<file path="config.mk">
export PLATFORM = sky130hd
export DESIGN_NAME = arcade_board_bus_glue_flat
export DESIGN_NICKNAME = d
export VERILOG_FILES = /design/src/sv/abbg_pkg.sv /design/src/sv/abbg_req_if.sv /design/src/sv/abbg_store.sv /design/src/sv/arcade_board_bus_glue.sv /design/src/flat_wrapper.sv
export SDC_FILE = /design/constraint.sdc
export NUM_CORES = 1
export LEC_CHECK = 0
export BUFFER_PORTS_ARGS = -buffer_cell sky130_fd_sc_hd__clkbuf_2
export CAP_MARGIN = 0
export CORE_MARGIN = 1
export CORE_UTILIZATION = 45
export DETAILED_ROUTE_END_ITERATION = 6
export PLACE_DENSITY_LB_ADDON = 0.05
export SLEW_MARGIN = 20
export SYNTH_ARGS = -nofsm -noshare
export SYNTH_HDL_FRONTEND = slang
export SYNTH_SLANG_ARGS = --single-unit
export TNS_END_PERCENT = 50
</file>
<file path="constraint.sdc">
create_clock -name clock -period 2.55 [get_ports clock]
set_clock_uncertainty 0.2 [all_clocks]
set_input_delay 0.1275 -clock clock [delete_from_list [all_inputs] [get_ports clock]]
set_output_delay 0.1275 -clock clock [all_outputs]
set_load 0.005 [all_outputs]
</file>
<file path="src/sv/abbg_pkg.sv">
`timescale 1ns / 1ps
// Shared types and constants of the arcade board bus glue.
package abbg_pkg;

   localparam int unsigned COLOUR_ENTRIES = 32;
   localparam int unsigned SPRITE_ENTRIES = 16;
   localparam int unsigned COLOUR_IDX_W   = $clog2(COLOUR_ENTRIES);
   localparam int unsigned SPRITE_IDX_W   = $clog2(SPRITE_ENTRIES);

   localparam logic [7:0]  WATCHDOG_LIMIT = 8'd180;

   localparam logic [12:0] ADDR_MASK_COLOUR = 13'h1c00;
   localparam logic [12:0] ADDR_BASE_COLOUR = 13'h1000;
   localparam logic [12:0] ADDR_MASK_SPRITE = 13'h1ff0;
   localparam logic [12:0] ADDR_BASE_SPRITE = 13'h1560;
   localparam logic [12:0] ADDR_FLIP        = 13'h1503;
   localparam logic [12:0] ADDR_COIN        = 13'h1507;
   localparam logic [12:0] ADDR_WATCHDOG    = 13'h15c0;
   localparam logic [12:0] ADDR_BANK        = 13'h15c7;
   localparam logic [12:0] ADDR_IN0         = 13'h1500;
   localparam logic [12:0] ADDR_IN1         = 13'h1540;
   localparam logic [12:0] ADDR_DIP         = 13'h1580;

   localparam logic [8:0]  PORT_DATA  = 9'h101;
   localparam logic [8:0]  PORT_SENSE = 9'h102;
   localparam logic [8:0]  PORT_PROT  = 9'h001;

   localparam logic [14:0] PROT_PC_A = 15'h0030;
   localparam logic [14:0] PROT_PC_B = 15'h0034;
   localparam logic [14:0] PROT_PC_C = 15'h0291;
   localparam logic [14:0] PROT_PC_D = 15'h0466;

   typedef enum logic [2:0] {
      OP_MEM_WRITE  = 3'd0,
      OP_MEM_READ   = 3'd1,
      OP_PORT_WRITE = 3'd2,
      OP_PORT_READ  = 3'd3,
      OP_FRAME_TICK = 3'd4,
      OP_FETCH      = 3'd5
   } op_type;

   typedef enum logic [1:0] {
      FETCH_NONE   = 2'd0,
      FETCH_COLOUR = 2'd1,
      FETCH_SPRITE = 2'd2
   } fetch_type;

   typedef struct packed {
      logic                    colour_we;
      logic                    sprite_we;
      logic [COLOUR_IDX_W-1:0] wr_idx;
      logic [7:0]              wr_data;
      logic                    rd_en;
      fetch_type               rd_sel;
      logic [COLOUR_IDX_W-1:0] rd_idx;
   } store_ctl_type;

endpackage

</file>
<file path="src/sv/abbg_req_if.sv">
`timescale 1ns / 1ps
// Request and response channel interfaces of the arcade board bus glue.
interface abbg_req_if;
   logic        valid;
   logic        ready;
   logic [2:0]  operation;
   logic [15:0] address;
   logic [7:0]  data;
   logic [14:0] cpu_pc;
   logic        in_vblank;
   logic [7:0]  joy_one;
   logic [7:0]  joy_two;

   modport source (output valid, operation, address, data, cpu_pc, in_vblank,
                   joy_one, joy_two, input ready);
   modport sink (input valid, operation, address, data, cpu_pc, in_vblank,
                 joy_one, joy_two, output ready);
endinterface

interface abbg_rsp_if;
   logic       valid;
   logic       ready;
   logic [7:0] read_data;
   logic       rom_bank;
   logic       flip_screen;
   logic       sound_strobe;
   logic [7:0] sound_byte;
   logic       cpu_reset_request;

   modport source (output valid, read_data, rom_bank, flip_screen, sound_strobe,
                   sound_byte, cpu_reset_request, input ready);
   modport sink (input valid, read_data, rom_bank, flip_screen, sound_strobe,
                 sound_byte, cpu_reset_request, output ready);
endinterface

</file>
<file path="src/sv/abbg_store.sv">
`timescale 1ns / 1ps
// Colour and sprite position stores with registered read port.
module abbg_store (
   input  logic                   clock,
   input  logic                   reset,
   input  abbg_pkg::store_ctl_type ctl,
   output logic [7:0]             rd_data
);

   logic [7:0] colour_mem [abbg_pkg::COLOUR_ENTRIES];
   logic [7:0] sprite_mem [abbg_pkg::SPRITE_ENTRIES];
   logic [abbg_pkg::COLOUR_ENTRIES-1:0] colour_vld_ff;
   logic [abbg_pkg::SPRITE_ENTRIES-1:0] sprite_vld_ff;
   logic [abbg_pkg::SPRITE_IDX_W-1:0]   spr_wr_idx;
   logic [abbg_pkg::SPRITE_IDX_W-1:0]   spr_rd_idx;
   logic [7:0]                          rd_data_ff;

   assign spr_wr_idx = ctl.wr_idx[abbg_pkg::SPRITE_IDX_W-1:0];
   assign spr_rd_idx = ctl.rd_idx[abbg_pkg::SPRITE_IDX_W-1:0];
   assign rd_data    = rd_data_ff;

   always_ff @(posedge clock) begin
      if (ctl.colour_we) begin
         colour_mem[ctl.wr_idx] <= ctl.wr_data;
      end
      if (ctl.sprite_we) begin
         sprite_mem[spr_wr_idx] <= ctl.wr_data;
      end
   end

   always_ff @(posedge clock) begin
      if (reset) begin
         colour_vld_ff <= '0;
         sprite_vld_ff <= '0;
      end else begin
         if (ctl.colour_we) begin
            colour_vld_ff[ctl.wr_idx] <= 1'b1;
         end
         if (ctl.sprite_we) begin
            sprite_vld_ff[spr_wr_idx] <= 1'b1;
         end
      end
   end

   always_ff @(posedge clock) begin
      if (ctl.rd_en) begin
         case (ctl.rd_sel)
            abbg_pkg::FETCH_COLOUR: begin
               rd_data_ff <= colour_vld_ff[ctl.rd_idx] ? colour_mem[ctl.rd_idx] : 8'h00;
            end
            abbg_pkg::FETCH_SPRITE: begin
               rd_data_ff <= sprite_vld_ff[spr_rd_idx] ? sprite_mem[spr_rd_idx] : 8'h00;
            end
            default: begin
               rd_data_ff <= 8'h00;
            end
         endcase
      end
   end

endmodule

</file>
<file path="src/sv/arcade_board_bus_glue.sv">
`timescale 1ns / 1ps
// Top level of the arcade board bus glue.
// Takes one bus beat per cycle on req_chan while rsp_chan does not stall
// (memory write or read, port write or read, frame tick, display fetch) and
// returns exactly one response beat on rsp_chan for each. Every response is
// registered and appears in the cycle after its request beat, read data
// coming from the registered store read port or the output register.
// The response carries read data, the ROM bank and flip bit after the beat, the
// sound strobe and byte, and the watchdog reset request. The DIP byte is loaded
// through csr_wr_en / csr_wr_data; the user keeps the bus idle, the block does not check.
// Reset clears flip, bank, watchdog and DIP byte, sets both input latches to
// all ones and marks every store entry as zero; no clearing pass is needed.
// When rsp_chan stalls, the pending response holds and req_chan takes one
// more beat only as the response drains, so nothing is lost or repeated.
module arcade_board_bus_glue (
   input  logic       clock,
   input  logic       reset,
   abbg_req_if.sink   req_chan,
   abbg_rsp_if.source rsp_chan,
   input  logic       csr_wr_en,
   input  logic [7:0] csr_wr_data
);

   logic        accept;
   logic [12:0] maddr;
   logic [8:0]  paddr;
   logic        col_hit;
   logic        spr_hit;
   logic        prot_pc;
   abbg_pkg::op_type       op;
   abbg_pkg::store_ctl_type store_ctl;
   logic [7:0]  store_q;

   logic        flip_ff, flip_in;
   logic        bank_ff, bank_in;
   logic [7:0]  wdog_ff, wdog_in;
   logic [7:0]  latch0_ff, latch0_in;
   logic [7:0]  latch1_ff, latch1_in;
   logic [7:0]  dip_ff;

   logic        rsp_valid_ff;
   logic        fetch_ff, fetch_in;
   logic [7:0]  rd_ff, rd_in;
   logic        strobe_ff, strobe_in;
   logic [7:0]  sbyte_ff, sbyte_in;
   logic        rst_ff, rst_in;
   logic        out_bank_ff;
   logic        out_flip_ff;

   assign req_chan.ready = !rsp_valid_ff || rsp_chan.ready;
   assign accept         = req_chan.valid && req_chan.ready;

   assign op      = abbg_pkg::op_type'(req_chan.operation);
   assign maddr   = req_chan.address[12:0];
   assign paddr   = req_chan.address[8:0];
   assign col_hit = (maddr & abbg_pkg::ADDR_MASK_COLOUR) == abbg_pkg::ADDR_BASE_COLOUR;
   assign spr_hit = (maddr & abbg_pkg::ADDR_MASK_SPRITE) == abbg_pkg::ADDR_BASE_SPRITE;
   assign prot_pc = (req_chan.cpu_pc == abbg_pkg::PROT_PC_A) ||
                    (req_chan.cpu_pc == abbg_pkg::PROT_PC_B) ||
                    (req_chan.cpu_pc == abbg_pkg::PROT_PC_C) ||
                    (req_chan.cpu_pc == abbg_pkg::PROT_PC_D);

   always_comb begin
      flip_in   = flip_ff;
      bank_in   = bank_ff;
      wdog_in   = wdog_ff;
      latch0_in = latch0_ff;
      latch1_in = latch1_ff;
      rd_in     = 8'h00;
      strobe_in = 1'b0;
      sbyte_in  = 8'h00;
      rst_in    = 1'b0;
      fetch_in  = 1'b0;
      store_ctl.colour_we = 1'b0;
      store_ctl.sprite_we = 1'b0;
      store_ctl.wr_idx    = maddr[abbg_pkg::COLOUR_IDX_W-1:0];
      store_ctl.wr_data   = req_chan.data;
      store_ctl.rd_en     = accept;
      store_ctl.rd_sel    = abbg_pkg::FETCH_NONE;
      store_ctl.rd_idx    = req_chan.address[abbg_pkg::COLOUR_IDX_W-1:0];
      case (op)
         abbg_pkg::OP_MEM_WRITE: begin
            if (maddr == abbg_pkg::ADDR_FLIP) begin
               flip_in = req_chan.data[0];
            end else if (maddr == abbg_pkg::ADDR_COIN) begin
               flip_in = flip_ff;
            end else if (maddr == abbg_pkg::ADDR_WATCHDOG) begin
               wdog_in = 8'h00;
            end else if (maddr == abbg_pkg::ADDR_BANK) begin
               bank_in = req_chan.data[0];
            end else if (col_hit) begin
               store_ctl.colour_we = accept;
            end else if (spr_hit) begin
               store_ctl.sprite_we = accept;
            end
         end
         abbg_pkg::OP_MEM_READ: begin
            if (maddr == abbg_pkg::ADDR_IN0) begin
               rd_in = latch0_ff;
            end else if (maddr == abbg_pkg::ADDR_IN1) begin
               rd_in = latch1_ff;
            end else if (maddr == abbg_pkg::ADDR_DIP) begin
               rd_in = dip_ff;
            end
         end
         abbg_pkg::OP_PORT_WRITE: begin
            if (paddr == abbg_pkg::PORT_DATA) begin
               strobe_in = 1'b1;
               sbyte_in  = req_chan.data;
            end
         end
         abbg_pkg::OP_PORT_READ: begin
            if (paddr == abbg_pkg::PORT_SENSE) begin
               rd_in = req_chan.in_vblank ? 8'h00 : 8'h80;
            end else if (paddr == abbg_pkg::PORT_PROT) begin
               rd_in = {7'd0, prot_pc};
            end
         end
         abbg_pkg::OP_FRAME_TICK: begin
            if (wdog_ff >= abbg_pkg::WATCHDOG_LIMIT) begin
               rst_in  = 1'b1;
               bank_in = 1'b0;
               wdog_in = 8'h01;
            end else begin
               wdog_in = wdog_ff + 8'h01;
            end
            latch0_in = ~req_chan.joy_one;
            latch1_in = ~req_chan.joy_two;
         end
         abbg_pkg::OP_FETCH: begin
            fetch_in = 1'b1;
            if (req_chan.address < 16'(abbg_pkg::COLOUR_ENTRIES)) begin
               store_ctl.rd_sel = abbg_pkg::FETCH_COLOUR;
            end else if (req_chan.address <
                         16'(abbg_pkg::COLOUR_ENTRIES + abbg_pkg::SPRITE_ENTRIES)) begin
               store_ctl.rd_sel = abbg_pkg::FETCH_SPRITE;
            end
         end
         default: begin
            rd_in = 8'h00;
         end
      endcase
   end

   abbg_store u_store (
      .clock   (clock),
      .reset   (reset),
      .ctl     (store_ctl),
      .rd_data (store_q)
   );

   always_ff @(posedge clock) begin
      if (reset) begin
         flip_ff      <= 1'b0;
         bank_ff      <= 1'b0;
         wdog_ff      <= 8'h00;
         latch0_ff    <= 8'hff;
         latch1_ff    <= 8'hff;
         dip_ff       <= 8'h00;
         rsp_valid_ff <= 1'b0;
      end else begin
         if (csr_wr_en) begin
            dip_ff <= csr_wr_data;
         end
         if (accept) begin
            flip_ff   <= flip_in;
            bank_ff   <= bank_in;
            wdog_ff   <= wdog_in;
            latch0_ff <= latch0_in;
            latch1_ff <= latch1_in;
         end
         if (accept) begin
            rsp_valid_ff <= 1'b1;
         end else if (rsp_chan.ready) begin
            rsp_valid_ff <= 1'b0;
         end
      end
   end

   always_ff @(posedge clock) begin
      if (accept) begin
         fetch_ff    <= fetch_in;
         rd_ff       <= rd_in;
         strobe_ff   <= strobe_in;
         sbyte_ff    <= sbyte_in;
         rst_ff      <= rst_in;
         out_bank_ff <= bank_in;
         out_flip_ff <= flip_in;
      end
   end

   assign rsp_chan.valid             = rsp_valid_ff;
   assign rsp_chan.read_data         = fetch_ff ? store_q : rd_ff;
   assign rsp_chan.rom_bank          = out_bank_ff;
   assign rsp_chan.flip_screen       = out_flip_ff;
   assign rsp_chan.sound_strobe      = strobe_ff;
   assign rsp_chan.sound_byte        = sbyte_ff;
   assign rsp_chan.cpu_reset_request = rst_ff;

endmodule
</file>
<file path="src/flat_wrapper.sv">
// flat-port wrapper written by rule: the top's interface ports become plain ports
module arcade_board_bus_glue_flat 
  (clock, reset, csr_wr_en, csr_wr_data, req_chan_valid, req_chan_operation, req_chan_address, req_chan_data, req_chan_cpu_pc, req_chan_in_vblank, req_chan_joy_one, req_chan_joy_two, req_chan_ready, rsp_chan_valid, rsp_chan_read_data, rsp_chan_rom_bank, rsp_chan_flip_screen, rsp_chan_sound_strobe, rsp_chan_sound_byte, rsp_chan_cpu_reset_request, rsp_chan_ready);
  abbg_req_if req_chan_i ();
  abbg_rsp_if rsp_chan_i ();
  input  logic clock;
  input  logic reset;
  input  logic csr_wr_en;
  input  logic [7:0] csr_wr_data;
  input wire logic [$bits(req_chan_i.valid)-1:0] req_chan_valid;
  input wire logic [$bits(req_chan_i.operation)-1:0] req_chan_operation;
  input wire logic [$bits(req_chan_i.address)-1:0] req_chan_address;
  input wire logic [$bits(req_chan_i.data)-1:0] req_chan_data;
  input wire logic [$bits(req_chan_i.cpu_pc)-1:0] req_chan_cpu_pc;
  input wire logic [$bits(req_chan_i.in_vblank)-1:0] req_chan_in_vblank;
  input wire logic [$bits(req_chan_i.joy_one)-1:0] req_chan_joy_one;
  input wire logic [$bits(req_chan_i.joy_two)-1:0] req_chan_joy_two;
  output wire logic [$bits(req_chan_i.ready)-1:0] req_chan_ready;
  output wire logic [$bits(rsp_chan_i.valid)-1:0] rsp_chan_valid;
  output wire logic [$bits(rsp_chan_i.read_data)-1:0] rsp_chan_read_data;
  output wire logic [$bits(rsp_chan_i.rom_bank)-1:0] rsp_chan_rom_bank;
  output wire logic [$bits(rsp_chan_i.flip_screen)-1:0] rsp_chan_flip_screen;
  output wire logic [$bits(rsp_chan_i.sound_strobe)-1:0] rsp_chan_sound_strobe;
  output wire logic [$bits(rsp_chan_i.sound_byte)-1:0] rsp_chan_sound_byte;
  output wire logic [$bits(rsp_chan_i.cpu_reset_request)-1:0] rsp_chan_cpu_reset_request;
  input wire logic [$bits(rsp_chan_i.ready)-1:0] rsp_chan_ready;
  assign req_chan_i.valid = req_chan_valid;
  assign req_chan_i.operation = req_chan_operation;
  assign req_chan_i.address = req_chan_address;
  assign req_chan_i.data = req_chan_data;
  assign req_chan_i.cpu_pc = req_chan_cpu_pc;
  assign req_chan_i.in_vblank = req_chan_in_vblank;
  assign req_chan_i.joy_one = req_chan_joy_one;
  assign req_chan_i.joy_two = req_chan_joy_two;
  assign req_chan_ready = req_chan_i.ready;
  assign rsp_chan_valid = rsp_chan_i.valid;
  assign rsp_chan_read_data = rsp_chan_i.read_data;
  assign rsp_chan_rom_bank = rsp_chan_i.rom_bank;
  assign rsp_chan_flip_screen = rsp_chan_i.flip_screen;
  assign rsp_chan_sound_strobe = rsp_chan_i.sound_strobe;
  assign rsp_chan_sound_byte = rsp_chan_i.sound_byte;
  assign rsp_chan_cpu_reset_request = rsp_chan_i.cpu_reset_request;
  assign rsp_chan_i.ready = rsp_chan_ready;
  arcade_board_bus_glue u_core (.clock(clock), .reset(reset), .req_chan(req_chan_i), .rsp_chan(rsp_chan_i), .csr_wr_en(csr_wr_en), .csr_wr_data(csr_wr_data));
endmodule
</file>
## Yosys cells after proc, flatten, opt, wreduce, memory -nomap -nowiden

Memory sizes are Yosys's and may differ from the RTL's.
Index checks and enable logic that the tools add are counted.

- Add/sub/neg operators: 1
- Multipliers: 0
- Div/mod/pow operators: 0
- Magnitude comparators: 7
- Equality and inequality tests: 26
- Shift operators: 0
- Mux-type cells: 52
- Bitwise logic cells: 4
- Reductions and logical operators: 14

Operator list:

| kind | count |
|---|---|
| $mux 8 | 12 |
| $eq 13x13->1 const B | 7 |
| $pmux 8 s2 | 3 |
| $lt 16x6->1 const B | 2 |
| $or 32x32->32 | 1 |
| $eq 15x6->1 const B | 2 |
| $eq 9x9->1 const B | 3 |
| $mux 1 | 24 |
| $mux 2 | 8 |
| $not 8->8 | 2 |
| $or 16x16->16 | 1 |
| $eq 15x10->1 const B | 1 |
| $eq 15x11->1 const B | 1 |
| $eq 3x3->1 const B | 3 |
| $eq 9x1->1 const B | 1 |
| $add 8x1->8 const B | 1 |
| $ge 8x8->1 const B | 1 |
| $eq 3x2->1 const B | 2 |
| $lt 5x6->1 const B | 1 |
| $bmux 1 s5 | 1 |
| $demux 1 s5 | 1 |
| $ge 5x1->1 const B | 1 |
| $lt 4x5->1 const B | 1 |
| $reduce_and 5->1 | 1 |
| other kinds (15) | 23 |

- Bits in registers: 112
- Bits in latches: 0
- Bits in writable memories: 384
- Memory bits (read-only): 0
- Input bits: 72
- Memories: 2

Memory list:

| memory | depth | bits a word | read ports | clocked after memory_dff | write ports | line | RTL |
|---|---|---|---|---|---|---|---|
| u_core.u_store.colour_mem | 32 | 8 | 1 | 0 | 1 | abbg_store.sv:10 | `logic [7:0] colour_mem [abbg_pkg::COLOUR_ENTRIES];` |
| u_core.u_store.sprite_mem | 16 | 8 | 1 | 0 | 1 | abbg_store.sv:11 | `logic [7:0] sprite_mem [abbg_pkg::SPRITE_ENTRIES];` |

## Longest topological paths before layout

Gate-level depths: netlist (run 1).

- Word-level depth: 12
- Gate-level depth with buffers: 8
- Gate-level depth less buffers: 5

## Modules after synthesis

From an unflattened synthesis (run 1), not the netlist that was laid out.

- Cell total of the unflattened synthesis: 1244
- Area total of the unflattened synthesis: 20339.5 µm²

By module, submodules not included:

| module | instances | cells each | area each (µm²) |
|---|---|---|---|
| abbg_store | 1 | 953 | 17448.0 |
| arcade_board_bus_glue | 1 | 291 | 2891.5 |

## Worst setup path after synthesis (run 1)

No wires, ideal clock.

- Path kind: register -> register
- From: register u_core.rsp_valid_ff, in the netlist u_core.rsp_chan.valid
- To: register u_core.latch0_ff[4]
- Library setup time: 0.120 ns
- Arrival time: 2.411 ns
- Data required time: 2.230 ns
- Path slack: -0.181 ns
- Cell stages (with the launch flop): 7
- Buffers on the path: 2
- Clock period less this slack: 2.731 ns
- Cell sequence: dfxtp_1 nand2b_1 and2_1 clkbuf_1 nand3_1 clkbuf_1 a211o_1

- Cells in the longest elaborated chain, start to end: 4

Ends and longest elaborated chain:

| element | line | RTL |
|---|---|---|
| from (decl) | arcade_board_bus_glue.sv:41 | `logic rsp_valid_ff;` |
| from (signal assigned) | arcade_board_bus_glue.sv:160 | `rsp_valid_ff <= 1'b0;` |
| from (signal assigned) | arcade_board_bus_glue.sv:173 | `rsp_valid_ff <= 1'b1;` |
| from (signal assigned) | arcade_board_bus_glue.sv:175 | `rsp_valid_ff <= 1'b0;` |
| $logic_not 1->1 | arcade_board_bus_glue.sv:50 | `assign req_chan.ready = !rsp_valid_ff \|\| rsp_chan.ready;` |
| $logic_or 1x1->1 | arcade_board_bus_glue.sv:50 |  |
| named net req_chan_ready | flat_wrapper.sv:18 | `output wire logic [$bits(req_chan_i.ready)-1:0] req_chan_ready;` |
| $logic_and 1x1->1 | arcade_board_bus_glue.sv:51 | `assign accept = req_chan.valid && req_chan.ready;` |
| named net u_core.accept | arcade_board_bus_glue.sv:24 | `logic accept;` |
| $reduce_and 2->1 (no line) | -- |  |
| to (signal assigned) | arcade_board_bus_glue.sv:169 | `latch0_ff <= latch0_in;` |
| to (decl) | arcade_board_bus_glue.sv:37 | `logic [7:0] latch0_ff, latch0_in;` |

The timed path passes the listed nets, and every way through them passes these cells.
A chain may end at the register's enable or synchronous reset.

## Worst setup path in the final report (run 1)

- From: input port req_chan_address[4]
- To: register u_core.rd_ff[0] (data pin)

- Cells in the longest elaborated chain, start to end: 5
- Elaborated cells on any way between the ends: 11
- Classes of those cells: eq/ne: 5; mux: 6

Ends and longest elaborated chain:

| element | line | RTL |
|---|---|---|
| from (decl) | flat_wrapper.sv:12 | `input wire logic [$bits(req_chan_i.address)-1:0] req_chan_address;` |
| $eq 13x13->1 | arcade_board_bus_glue.sv:102 | `end else if (maddr == abbg_pkg::ADDR_DIP) begin` |
| $mux 8 | arcade_board_bus_glue.sv:102 |  |
| $mux 8 | arcade_board_bus_glue.sv:100 | `end else if (maddr == abbg_pkg::ADDR_IN1) begin` |
| $mux 8 | arcade_board_bus_glue.sv:98 | `if (maddr == abbg_pkg::ADDR_IN0) begin` |
| $pmux 8 s2 (*) | arcade_board_bus_glue.sv:81 | `case (op)` |
| named net u_core.rd_in[0] | arcade_board_bus_glue.sv:43 | `logic [7:0] rd_ff, rd_in;` |
| to (signal assigned) | arcade_board_bus_glue.sv:183 | `rd_ff <= rd_in;` |
| to (decl) | arcade_board_bus_glue.sv:43 |  |

The timed path passes the listed nets; every way through them passes the cells marked *.

==> qor.yml, run 1 <==
logic_synthesis:
  yosys_warnings: 0
  syn_area_um2: 20000
  synth_edf_count: 413
  synth_area_leader_cell: "edfxtp_1"
  netlist_top_cells_area: "edfxtp_1 (62%), mux4_2 (13%), dfxtp_1 (8.3%)"
  ys_seq_area_share_pct: 70.2
  ys_types: 62
  synth_top_area_share_pct: 62.0
  yosys_most_used_dff: "edfxtp_1"
  synth_fp_nets: 1242
  synth-seq-cells: 496
  avgSynthCellArea_um2: 17.1
  synthArstFlopShare_pct: 0
  syn_inst: 1168
global_route:
  grt_max_degree: 59
  grt_use_total_pct: 22.2
  grt_first_pass_wirelength_mm: 72.9
  grt_antenna_before_repair: 0
  grt-ovfl-total: 0
  grt_pass1_vias: 11500
worst_setup_path:
  worstPathArrival_ns: 2.67
  startpoint_type: "primary input"
  end_kind: "flop"
  crit_buf_inv: 3
  slowest_delay_ns: 0.55
  path_common_cell: "dlygate4sd3_1"
  r2r_slack_ns: 0.23
  r2r_cells: 8
  critPathSlowestCell: "dlygate4sd3_1"
  cpLargestDelayFamily: "buffers and inverters"
  crit_type: "in2reg"
  path_cells: "dlygate4sd3_1 > buf_4 > nor2_2 > nand4_2 > or4b_4 > a221oi_2 > a22o_1 > dlygate4sd3_1"
  r2r-end: "u_core.u_store.colour_mem[0][6]$_DFFE_PP_"
  cp.required_ns: 2.80
  cp_max_fo: 4
  rr_startpoint: "u_core.rsp_chan.valid$_SDFFE_PP0P_"
finish:
  nets: 1506
  final_cell_mix: "edfxtp_1 (413), nor2_1 (132), buf_4 (123), mux4_2 (113), clkbuf_2 (90)"
  drive_above_1_share_pct: 30.6
  stdcell_count: 2060
  syn_to_final_growth_pct: 20.9
  fillers: 3467
  layout_commonest_cell: "edfxtp_1"
  n_antenna_cell: 0
power:
  leakagePower_nw: 8.39
  ir_drop_mv: 0.521
  power_per_cell_area_nw_per_um2: 698
timing:
  hold_viol_final: 0
  fin_crit_ns: 2.43
  fmax_mhz: 412
  slew_viol_final: 0
  fin_ws_ns: 0.125
  worstMarginPinSlew_ns: 1.12
  setup_viol: 0
  finalCritPeriodShare_pct: 95.1
  rsz0062_at_grt: "false"
  slew_headroom_pct: 25.1
worst_hold_path:
  hold_path_end: "u_core.u_store.colour_vld_ff[3]$_SDFFE_PP0P_"
  min_path_cells: 6
  holdCritPathClass: "in2reg"
  min_from: "req_chan_address[11]"
outcome:
  status: "complete, no violations"
floorplan:
  die_y_um: 213
  num_rows: 76
  core_area_um2: 43500
  die-area_um2: 45300
  fp.dieW_um: 213
  ios: 94
  start_util_pct: 46.1
detailed_routing:
  drc_errors: 0
  wirelength_mm: 48.8
  routedWlPerCell_um: 23.7
  drtAntennaViolNets: 0
  dr_total_vias: 11300
  first_pass_iters: 5
  via_per_inst: 5.51
  first_iter_violations: 949
job:
  maxCapViolCount: 0
clocking:
  tritoncts: "yes"
  htreeDepth: 2
  cts.path.max_buffers: 3
  path_clk_slew_ns: 0.06
  cts_post_setup_buffers_inserted: 0
  clock-sinks: 496
  cts-buffers-inserted: 52
  clk_latency_ns: 0.60
  ctsRootBufferMaster: "clkbuf_16"
placement:
  port_buffers: 93
  hpwl_mm: 31.6
  dp_cells: 1908
  place_ws_ns: -0.110
  gp_congestion: 0.789
worst register-to-register path: cells and delay by family (launching register included):
family,cells,cell delay [ns]
flops,1,0.31
simple gates,5,0.98
buf+inv,3,0.54
power breakdown:
| part | switching, W | total (W) | internal (W) |
|---|---|---|---|
| registers | 0.0000284 | 0.00884 | 0.00881 |
| clock network | 0.00308 | 0.00702 | 0.00393 |
| logic | 0.000591 | 0.00105 | 0.000459 |
| total | 0.00370 | 0.0169 | 0.0132 |
cells in the mapped netlist, drive strengths merged (14+ instances only):
master and count:
nand3 14, and2 22, nor4 15, nor3 17
nand2 15, mux2i 54, a211o 16, inv 14
a21oi 53, nor2 134, o22ai 25, buf 40
dfxtp 83, clkbuf 32, edfxtp 413, mux4 113
metrics by stage:
step	area [µm²]	total power (W)	setup TNS [ns]	util [%]	hold slack [ns]
CTS	24100	0.0171	0	55.5	0.0205
floorplan	20000	0.00952	0	-	0.0264
finish	24200	0.0169	0	55.7	0.0475
global placement	22100	0.00999	-0.300	50.8	0.163
global route	24200	0.0174	0	55.7	0.0795
detailed placement	22100	0.0100	-0.262	50.8	0.171
state kept, by name, indices dropped and copies added (netlist names), 8 cells and up:
signal,count
u_core.u_store.colour_mem,256
u_core.u_store.rd_data,8
u_core.rd_ff,8
u_core.u_store.colour_vld_ff,32
u_core.u_store.sprite_vld_ff,16
u_core.wdog_ff,8
u_core.u_store.sprite_mem,128
u_core.latch0_ff,8
u_core.rsp_chan.sound_byte,8
u_core.dip_ff,8
u_core.latch1_ff,8
worst max path at each step:
stage	start	to	slack, ns	cells past startpoint
6_report	req_chan_address[4]	u_core.rd_ff[0]$_DFFE_PN_	0.12	8
3_5_place_dp	req_chan_address[0]	u_core.u_store.rd_data[0]$_DFFE_PN_	-0.11	8
3_3_place_gp	req_chan_address[0]	u_core.u_store.rd_data[7]$_DFFE_PN_	-0.09	8
5_1_grt	req_chan_address[4]	u_core.rd_ff[0]$_DFFE_PN_	0.03	8
2_1_floorplan	req_chan_address[11]	u_core.u_store.colour_mem[15][0]$_DFFE_PP_	0.01	5
4_1_cts	req_chan_address[4]	u_core.rd_ff[0]$_DFFE_PN_	0.05	8
final cells by class:
| type | count | area, µm² | share of cell area (%) |
|---|---|---|---|
| flip-flops and latches | 496 | 14100 | 58.1 |
| multi-input cells | 582 | 5560 | 22.9 |
| repair buffers | 282 | 2230 | 9.19 |
| clock buffers | 60 | 1330 | 5.50 |
| well taps | 585 | 732 | 3.02 |
| clock inverters | 37 | 236 | 0.977 |
| inverters | 18 | 67.6 | 0.279 |
layer usage:
metal / vias to the layer above / share of wire, % / global-route usage (%)
met3: 59 / 4.8 / 3.16
met1: 5780 / 47 / 32.4
li1: 5192 / - / -
met2: 310 / 46 / 34.7
met4: 0 / 2.1 / 6.77
met5: - / 0 / 0
cell families (layout without fill, tap and decap cells):
group	count (synthesis)	after routing	share of synthesized area [%]
buf+inv	90	397	2.04
mux	178	178	16.0
fa+ha+maj	2	2	0.125
compound gates	134	134	4.30
flops	496	496	70.2
simple gates	268	268	7.25
what timing repair did:
action	CTS	global route
hold endpoints to repair	85	29
hold buffers	51	2
gates resized for setup	0	3
setup endpoints to repair	0	41
No activity file was read; power rests on OpenSTA's default activity.
==> run 2: changes to the inputs <==
==> constraint.sdc (replaced) <==
create_clock -name clock -period 2.55 [get_ports clock]
set_clock_uncertainty 0.2 [all_clocks]
set_input_delay 0.51 -clock clock [delete_from_list [all_inputs] [get_ports clock]]
set_output_delay 0.51 -clock clock [all_outputs]
set_load 0.005 [all_outputs]
==> run 2 against run 1 <==
Compared with the run above: fmax rose by 0.67%; critical endpoint is now rsp_chan_read_data[7]; clock power rose by 14%; sequential share of layout area fell by 1.3 points.
==> qor.yml, run 2 (synthesized netlist as in run 1, its figures left out) <==
outcome:
  status: "complete, no violations"  # unchanged
finish:
  drive_above_1_share_pct: 34.2  # was 30.6%
  multiInputGateArea_um2: 5630  # was 5560 µm²
  layout_commonest_cell: "edfxtp_1"  # unchanged
  stdcell_count: 2074  # was 2060
  nets: 1521  # was 1506
  final_cell_mix: "edfxtp_1 (413), buf_4 (149), nor2_1 (128), mux4_2 (113), clkbuf_2 (90)"  # was edfxtp_1 (413), nor2_1 (132), buf_4 (123), mux4_2 (113), clkbuf_2 (90)
  top_register: "u_core.u_store.colour_mem"  # unchanged
  reg_top3: "u_core.u_store.colour_mem x256, u_core.u_store.sprite_mem x128, u_core.u_store.colour_vld_ff x32"  # unchanged
  syn_to_final_growth_pct: 23.8  # was 20.9%
  n_antenna_cell: 0  # unchanged
  seq_area_um2: 14100  # unchanged
  fillers: 3371  # was 3467
  largest_register_ffs: 256  # unchanged
floorplan:
  core_area_um2: 43500  # unchanged
  num_rows: 76  # unchanged
  die-area_um2: 45300  # unchanged
  fp.dieW_um: 213  # unchanged
  ios: 94  # unchanged
  die_y_um: 213  # unchanged
  start_util_pct: 46.1  # unchanged
worst_hold_path:
  min_path_cells: 3  # was 6
  min_from: "req_chan_joy_one[6]"  # was req_chan_address[11]
  holdCritPathClass: "in2reg"  # unchanged
  hold_path_end: "u_core.latch0_ff[6]$_SDFFE_PP1P_"  # was u_core.u_store.colour_vld_ff[3]$_SDFFE_PP0P_
detailed_routing:
  drtAntennaViolNets: 0  # unchanged
  first_iter_violations: 1032  # was 949
  via_per_inst: 5.57  # was 5.51
  drc_errors: 0  # unchanged
  routedWlPerCell_um: 24.2  # was 23.7 µm
  first_pass_iters: 5  # unchanged
  dr_total_vias: 11600  # was 11300
  wirelength_mm: 50.3  # was 48.8 mm
placement:
  dp_cells: 1954  # was 1908
  port_buffers: 93  # unchanged
  place_ws_ns: -0.301  # was -0.110 ns
  hpwl_mm: 33.6  # was 31.6 mm
  gp_congestion: 0.826  # was 0.789
global_route:
  grt_max_degree: 58  # was 59
  grt_use_total_pct: 22.8  # was 22.2%
  grt-ovfl-total: 0  # unchanged
  grt_pass1_vias: 11800  # was 11500
  grt_antenna_before_repair: 0  # unchanged
  grt_first_pass_wirelength_mm: 74.2  # was 72.9 mm
power:
  ir_drop_mv: 0.641  # was 0.521 mV
  leakagePower_nw: 8.68  # was 8.39 nW
  power_per_cell_area_nw_per_um2: 723  # was 698 nW/µm²
  power.total_w: 0.0179  # was 0.0169 W
clocking:
  cts-buffers-inserted: 52  # unchanged
  clk_latency_ns: 0.60  # about the same
  cts_post_setup_buffers_inserted: 0  # unchanged
  path_clk_slew_ns: 0.06  # about the same
  htreeDepth: 2  # unchanged
  ctsRootBufferMaster: "clkbuf_16"  # unchanged
  cts.path.max_buffers: 3  # unchanged
  clock-sinks: 496  # unchanged
  tritoncts: "yes"  # unchanged
job:
  maxCapViolCount: 0  # unchanged
worst_setup_path:
  cp_max_fo: 8  # was 4
  worstPathArrival_ns: 1.70  # was 2.67 ns
  startpoint_type: "flop"  # was primary input
  rr_startpoint: "u_core.u_store.sprite_vld_ff[11]$_SDFFE_PP0P_"  # was u_core.rsp_chan.valid$_SDFFE_PP0P_
  r2r-end: "u_core.u_store.rd_data[5]$_DFFE_PN_"  # was u_core.u_store.colour_mem[0][6]$_DFFE_PP_
  end_kind: "primary output"  # was flop
  crit_type: "reg2out"  # was in2reg
  r2r_cells: 5  # was 8
  cp.required_ns: 1.84  # was 2.80 ns
  r2r_slack_ns: 0.35  # was 0.23 ns
timing:
  fin_ws_ns: 0.141  # was 0.125 ns
  setup_tns_ns: 0  # unchanged
  rsz0062_at_grt: "false"  # unchanged
  worstMarginPinSlew_ns: 0.887  # was 1.12 ns
  fmax_mhz: 415  # was 412 MHz
  slew_viol_final: 0  # unchanged
  fin_crit_ns: 2.41  # was 2.43 ns
  setup_viol: 0  # unchanged
  slew_headroom_pct: 40.8  # was 25.1%
  hold_viol_final: 0  # unchanged
  finalCritPeriodShare_pct: 94.5  # was 95.1%
run 2: cell types whose count changed in the layout (fill, tap and decap cells not counted), moves of 4 or more:
cell / before / now
nor2_1: 132 / 128
clkinv_1: 19 / 13
clkinv_2: 15 / 8
buf_4: 123 / 149
nor3_1: 16 / 10
bufinv_16: 2 / 10
dlygate4sd3_1: 53 / 24
buf_12: 14 / 33
run 2: worst max path at each step:
stage,slack (ns),startpoint,to
final,0.14,u_core.fetch_ff$_DFFE_PN_,rsp_chan_read_data[7]
after global placement,-0.27,req_chan_address[0],u_core.u_store.rd_data[0]$_DFFE_PN_
after CTS,0.10,u_core.fetch_ff$_DFFE_PN_,rsp_chan_read_data[7]
after global routing,0.07,u_core.fetch_ff$_DFFE_PN_,rsp_chan_read_data[7]
after detailed placement,-0.30,req_chan_address[0],u_core.u_store.rd_data[3]$_DFFE_PN_
after floorplan,-0.29,req_chan_address[0],u_core.u_store.colour_mem[12][0]$_DFFE_PP_
run 2: cell type report:
cell class	count	area share (%)
repair buffers	297	10.0
inverters	18	0.273
clock buffers	63	5.50
flip-flops and latches	496	56.7
well taps	585	2.95
clock inverters	33	1.81
multi-input cells	582	22.7
run 2: stage by stage:
step	hold slack (ns)	instance area, µm²	util, %
finish	0.0339	24800	57.0
global route	0.0280	24800	57.0
CTS	0.00246	24800	57.0
detailed placement	0.251	22700	52.3
global placement	0.241	22700	52.3
floorplan	0.227	20100	-
run 2: layer usage:
layer | wire (µm) | vias up | global-route usage (%) | part of all wire (%)
met3 | 3020 | 82 | 4.22 | 6.0
met2 | 23700 | 365 | 36.4 | 47
li1 | - | 5216 | - | -
met5 | 0 | - | 0 | 0
met4 | 1280 | 0 | 6.60 | 2.5
met1 | 22300 | 5895 | 32.0 | 44
run 2: worst max-delay path, cell delays in order, from the launching register on:
cell and delay, ns:
edfxtp_1 0.57, mux2_2 0.41, clkbuf_2 0.12
run 2: timing repair:
action | 4_1_cts | 5_1_grt
resized for setup | 0 | 0
setup endpoints to repair | 0 | 0
hold buffers | 24 | 0
endpoints found under the hold margin | 23 | 0
run 2: report_power, final:
part	leakage, nW	total, W	internal [W]	switching (W)
registers	4.41	0.00884	0.00881	0.0000294
logic	3.39	0.00106	0.000467	0.000592
clock network	0.882	0.00801	0.00484	0.00317
